### src/hdl/twd_pkg.sv
// Package for the task watchdog supervisor.
// Holds slot constants, operation and status codes, and the types shared by
// the slot cells and the top level. Depends on nothing.
`default_nettype none

package twd_pkg;

    localparam int SLOTS = 64;
    localparam int ID_W = 8;
    localparam int KEY_W = 64;
    localparam int CNT_W = 32;
    localparam logic [CNT_W-1:0] TIMEOUT_RESET = CNT_W'(10);

    typedef enum logic [1:0] {
        KIND_REGISTER   = 2'd0,
        KIND_UNREGISTER = 2'd1,
        KIND_RELOAD     = 2'd2,
        KIND_TICK       = 2'd3
    } t_kind;

    typedef enum logic [1:0] {
        STATUS_DONE      = 2'd0,
        STATUS_DUPLICATE = 2'd1,
        STATUS_FULL      = 2'd2,
        STATUS_NOT_FOUND = 2'd3
    } t_status;

    typedef enum logic {
        S_IDLE = 1'b0,
        S_WALK = 1'b1
    } t_state;

    // Walk token handed from cell to cell, one cell per cycle.
    typedef struct packed {
        logic            valid;
        logic            tick;
        logic            dup;
        logic [ID_W-1:0] dup_id;
        logic            free;
        logic [ID_W-1:0] free_id;
        logic            stop;
        logic [ID_W-1:0] stop_id;
    } t_tok;

    // Direct slot write broadcast to all cells.
    typedef struct packed {
        logic             alloc;
        logic             unreg;
        logic             reload;
        logic [ID_W-1:0]  id;
        logic [CNT_W-1:0] value;
    } t_wr;

endpackage

`default_nettype wire

### src/hdl/twd_cell.sv
// One supervisor slot: used bit, name key and tick counter.
// Processes the walk token passing through it and takes direct slot writes.
// Depends on twd_pkg.
`default_nettype none

module twd_cell
    import twd_pkg::*;
(
    input  wire logic             i_clk,
    input  wire logic             i_rst_n,
    input  wire logic [ID_W-1:0]  i_id,
    input  wire logic [KEY_W-1:0] i_key,
    input  wire t_wr              i_wr,
    input  wire t_tok             i_tok,
    output t_tok                  o_tok,
    output logic                  o_used
);

    logic             r_used;
    logic             n_used;
    logic [CNT_W-1:0] r_counter;
    logic [CNT_W-1:0] n_counter;
    logic [KEY_W-1:0] r_key;
    logic [KEY_W-1:0] n_key;
    t_tok             r_tok;
    t_tok             n_tok;

    always_comb begin
        n_tok     = i_tok;
        n_used    = r_used;
        n_counter = r_counter;
        n_key     = r_key;
        if (i_tok.valid) begin
            if (i_tok.tick) begin
                if (r_used && !i_tok.stop) begin
                    if (r_counter == '0) begin
                        n_tok.stop    = 1'b1;
                        n_tok.stop_id = i_id;
                    end else begin
                        n_counter = r_counter - CNT_W'(1);
                    end
                end
            end else begin
                if (r_used && (r_key == i_key) && !i_tok.dup) begin
                    n_tok.dup    = 1'b1;
                    n_tok.dup_id = i_id;
                end
                if (!r_used && !i_tok.free) begin
                    n_tok.free    = 1'b1;
                    n_tok.free_id = i_id;
                end
            end
        end
        if (i_wr.id == i_id) begin
            if (i_wr.alloc) begin
                n_used = 1'b1;
                n_key  = i_key;
            end
            if (i_wr.unreg) begin
                n_used = 1'b0;
            end
            if (i_wr.reload) begin
                n_counter = i_wr.value;
            end
        end
    end

    always_ff @(posedge i_clk) begin
        if (!i_rst_n) begin
            r_used    <= 1'b0;
            r_counter <= '0;
            r_tok     <= '0;
        end else begin
            r_used    <= n_used;
            r_counter <= n_counter;
            r_tok     <= n_tok;
        end
    end

    always_ff @(posedge i_clk) begin
        r_key <= n_key;
    end

    assign o_tok  = r_tok;
    assign o_used = r_used;

endmodule

`default_nettype wire

### config.mk
export PLATFORM = sky130hd
export DESIGN_NAME = twd_cell
export DESIGN_NICKNAME = d
export VERILOG_FILES = /design/src/hdl/twd_pkg.sv /design/src/hdl/twd_cell.sv
export SDC_FILE = /design/constraint.sdc
export NUM_CORES = 1
export LEC_CHECK = 0
export BUFFER_PORTS_ARGS = -buffer_cell sky130_fd_sc_hd__buf_2
export CAP_MARGIN = 10
export CORE_MARGIN = 3
export CORE_UTILIZATION = 55
export CTS_CLUSTER_SIZE = 12
export DETAILED_ROUTE_END_ITERATION = 16
export GPL_ROUTABILITY_DRIVEN = 0
export PLACE_DENSITY = 0.92
export SLEW_MARGIN = 20
export SYNTH_ARGS = -nofsm -noshare
export SYNTH_HDL_FRONTEND = slang
export SYNTH_SLANG_ARGS = --single-unit
### constraint.sdc
create_clock -name i_clk -period 5.8 [get_ports i_clk]
set_input_delay 0.87 -clock i_clk [delete_from_list [all_inputs] [get_ports i_clk]]
set_output_delay 0.87 -clock i_clk [all_outputs]
set_load 0.005 [all_outputs]
Word level (Yosys, flattened, before mapping)
Cells that the tools add are included.

$add $sub $neg: 1. Multiply operators: 0. Div/mod/pow operators: 0. Magnitude comparators: 0. Eq/ne operators: 2. Shift-type cells: 0. Mux-type cells: 15. Bitwise gates (word level): 0. Reduce and logical (&&, ||, !) cells: 12.

Operators by type and width (number): $mux 32 (6); $eq 64x64->1 (1); $mux 9 (5); $logic_not 32->1 (1); $sub 32x1->32 const B (1); $mux 27 (1); $mux 18 (1); $eq 8x8->1 (1); $logic_and 1x1->1 (4); $logic_not 1->1 (4); $reduce_and 2->1 (2); $mux 1 (2); $reduce_bool 2->1 (1).

Register bits after elaboration: 126. Latch bits: 0. Memory bits (writable): 0. Memory bits (read-only): 0. Input port bits: 146. Output and inout port bits: 30. Memories kept: 0.

Logic depth before layout (Yosys ltp)
Depth in word-level cells: 7. Mapped depth: 9. Gate-level depth less buffers: 8.

Worst setup path after synthesis
OpenSTA, ideal clock, no wires.

Kind: input-to-reg. Start point: input port i_id[4]. End point: register r_key[0], enable pin. Library setup time: 0.430 ns. Arrival time: 2.817 ns. Setup slack: 2.554 ns. Stages: 4. Path buffers: 0. Cell sequence: xnor2_1 nand4_1 nor2_1 and2_1.

Cells in the longest elaborated chain, start to end: 2.

RTL lines: start, declared (line twd_cell.sv:11) `input wire logic [ID_W-1:0] i_id,`; $eq 8x8->1 (line twd_cell.sv:54) `if (i_wr.id == i_id) begin`; $reduce_and 2->1 (no line); end signal, assigned (line twd_cell.sv:81) `r_key <= n_key;`; end, declared (line twd_cell.sv:23) `logic [KEY_W-1:0] r_key;`.

No other way between the ends. A chain may end at the register's enable or synchronous reset.

Worst setup path in the final report
Start point: register r_counter[13]. End point: register r_tok (netlist bit o_tok[5]).

Cells in the longest elaborated chain, start to end: 5.

RTL lines: start, declared (line twd_cell.sv:21) `logic [CNT_W-1:0] r_counter;`; start signal, assigned (line twd_cell.sv:75) `r_counter <= n_counter;`; $logic_not 32->1 (line twd_cell.sv:36) `if (r_counter == '0) begin`; $mux 9 (line twd_cell.sv:36); $mux 9 (line twd_cell.sv:35) `if (r_used && !i_tok.stop) begin`; $mux 9 (line twd_cell.sv:34) `if (i_tok.tick) begin`; $mux 27 (line twd_cell.sv:33) `if (i_tok.valid) begin`; end signal, assigned (line twd_cell.sv:76) `r_tok <= n_tok;`; end, declared (line twd_cell.sv:25) `t_tok r_tok;`.

No other way between the ends.

==> run metrics <==
run status=finished clean; CTS tree=yes; CTS Buf Count=17; flops & latches, synth=126; H-tree levels=4; share of cells above drive strength 1=29.6%; Slew @ Worst Pin=1.03 ns; Critical Setup Path Class=flip-flop to flip-flop; FFs w/ async S/R, synth=0%; placed cell area=0.00670 mm2; Yosys cell types=47; RSZ-0062 raised after global routing=no; sequential area share after synthesis=55.2%; Area Overhead vs Synth=26.6%; fin. max-slew vios=0; first-pass GRT wire length=22900 um; die footprint=0.0117 mm2; total routed wirelength=15000 um; io pins=176; initial antenna violation count=1; Final ANT Viol Nets=0; top_reg_cell synth=edfxtp_1; Vias/cell=5.61; Crit. End Element=flip-flop; power per cell area=290 mW/mm2; largest net degree at the start of global routing=66; num rows=36; DP HPWL=10900 um; Chip Width=108 um; synthesized area per cell=10.7 um2; number of synthesized flops with an enable pin=64; Clock Sinks=126; synthesized area=0.00573 mm2; relative slew slack=31.3%; overall global routing resource usage=25.5%; global route overflow=0; clock transition at the registers of the reported paths=0.06 ns; WP data required=6.23 ns; arrival time worst endpoint=3.11 ns; drt initial violations=469; cell leakage power=2.83 nW; fillcell total=716; final hold viol count=0; skew final=0.00745 ns; drt first pass iters=5; DR vias=4808; Routed WL per cell=17.5 um; Starting Density=57.5%; CP Launch Type=flip-flop; share of the synthesized area in the top cell type=33.6%; Final Instance Area=0.00725 mm2; Syn Nets=684; clk buf depth=2; top cells by count, synth=65 x xnor2_1, 64 x edfxtp_1, 62 x dfxtp_1, 51 x a21oi_1, 42 x nand2_1; total chip power=2.11 mW; Tcrit/Tclk final=46.3%; # Post-CTS Setup Buffers=0; Final Instance Count excl. Fillers=857; Synth area leaders=edfxtp_1 34%, dfxtp_1 22%, xnor2_1 9.9%, a21oi_1 4.5%, o21ai_0 3.1%; Tmin final=2.68 ns; Post-CTS Resized=0; hold_buf cts=0; vias in the first global route=4766; most frequent cell after synthesis=xnor2_1; Max IR drop VDD=0.000195 V; core area=0.00995 mm2; Setup violations, final=0; Crit Path Max Fanout=9; clock latency on the worst-skew pair=0.52 ns; DRC violations left=0; final net count=858; I/O Buffers=175; max cap viols=0; die height=108 um; post-synthesis cell type with the largest combined area=edfxtp_1; placed cell count=824; hold_ws=0.543 ns; synth warn=0; Cells after Synth=536; Fmax achieved=0.373 GHz; min-delay worst type=primary input to flip-flop; Root Buffer=clkbuf_8; Setup TNS=0 ns
## layout by cell type (no fill, tap or decap), types with 3 or more instances in the layout
cell          n
clkbuf_16    16
nand2_1      41
a2111o_1      4
nand4_1      21
a21oi_1      51
nand3b_1      4
clkinvlp_4    4
xnor2_1      65
nand4b_1     11
inv_1        16
xor2_1       19
and2_1        3
nor4_1        8
nand3_1      10
buf_2       175
dfxtp_1      62
o22ai_1       5
o21ai_0      36
or4_1         4
nor2b_1      13
a211oi_1      4
and4_1        4
clkinv_1      3
edfxtp_1     64
nor3_1       15
nor2_1       24
## per-stage QoR
stage / utilization [%] / worst slack (ns)
floorplan: - / 2.55
global placement: 67.3 / 2.67
detailed placement: 67.3 / 2.61
CTS: 72.9 / 3.14
global route: 72.9 / 2.94
finish: 72.9 / 3.12
## layer usage
metal / up-vias / share of wire [%] / GRT usage (%)
met4: 0 / 3.6 / 14.2
met1: 2250 / 40 / 29.6
met5: - / 0 / 0
li1: 2304 / - / -
met3: 44 / 6.3 / 5.07
met2: 210 / 50 / 44.1
## cell families (layout without fill, tap and decap cells)
logic type,Yosys count,after routing,synth area share [%]
adder cells (fa/ha/maj),2,2,0.437
other,0,1,0
AND/OR/NAND/NOR,177,177,18.0
AO/OA/AOI/OAI,110,110,11.0
buffers and inverters,37,224,2.53
flip-flops,126,126,55.2
XOR/XNOR,84,84,12.8
## power by group
group          leakage [nW]  internal [mW]  switching (mW)  total [mW]
sequential             1.08          0.949         0.00480       0.954
clock                 0.260          0.617           0.381       0.998
combinational          1.49         0.0755          0.0791       0.155
## flip-flops by register name (all words and copies together) (netlist names)
signal,count
o_used,1
o_tok,29
r_key,64
r_counter,32
## cell type report
cell class / count / area, um2 / share of cell area [%]
multi-input combinational: 373 / 2420 / 33.4
clock inverter: 12 / 120 / 1.66
sequential: 126 / 3160 / 43.6
clock buffer: 20 / 435 / 6.00
timing repair buffer: 176 / 883 / 12.2
inverter: 16 / 60.1 / 0.828
antenna: 1 / 2.50 / 0.0345
tap: 133 / 166 / 2.29
## critical path, cell delays in order (launching register included)
cell,delay (ns)
dfxtp_1,0.36
or4_1,0.70
nor4_4,0.41
and3_1,0.31
and2_1,0.41
nand2_1,0.19
a21oi_1,0.20
## final timing paths
check / depth (start not counted) / from / slack (ns) / end
setup / recovery: 6 / r_counter[13]$_SDFF_PN0_ / 3.12 / o_tok[5]$_SDFF_PN0_
hold / removal: 1 / i_key[3] / 0.54 / r_key[3]$_DFFE_PP_
setup reg to reg: 6 / r_counter[13]$_SDFF_PN0_ / 3.12 / o_tok[5]$_SDFF_PN0_
hold reg to reg: 2 / r_counter[22]$_SDFF_PN0_ / 0.55 / r_counter[22]$_SDFF_PN0_
Power figures use the tool's default switching activity.
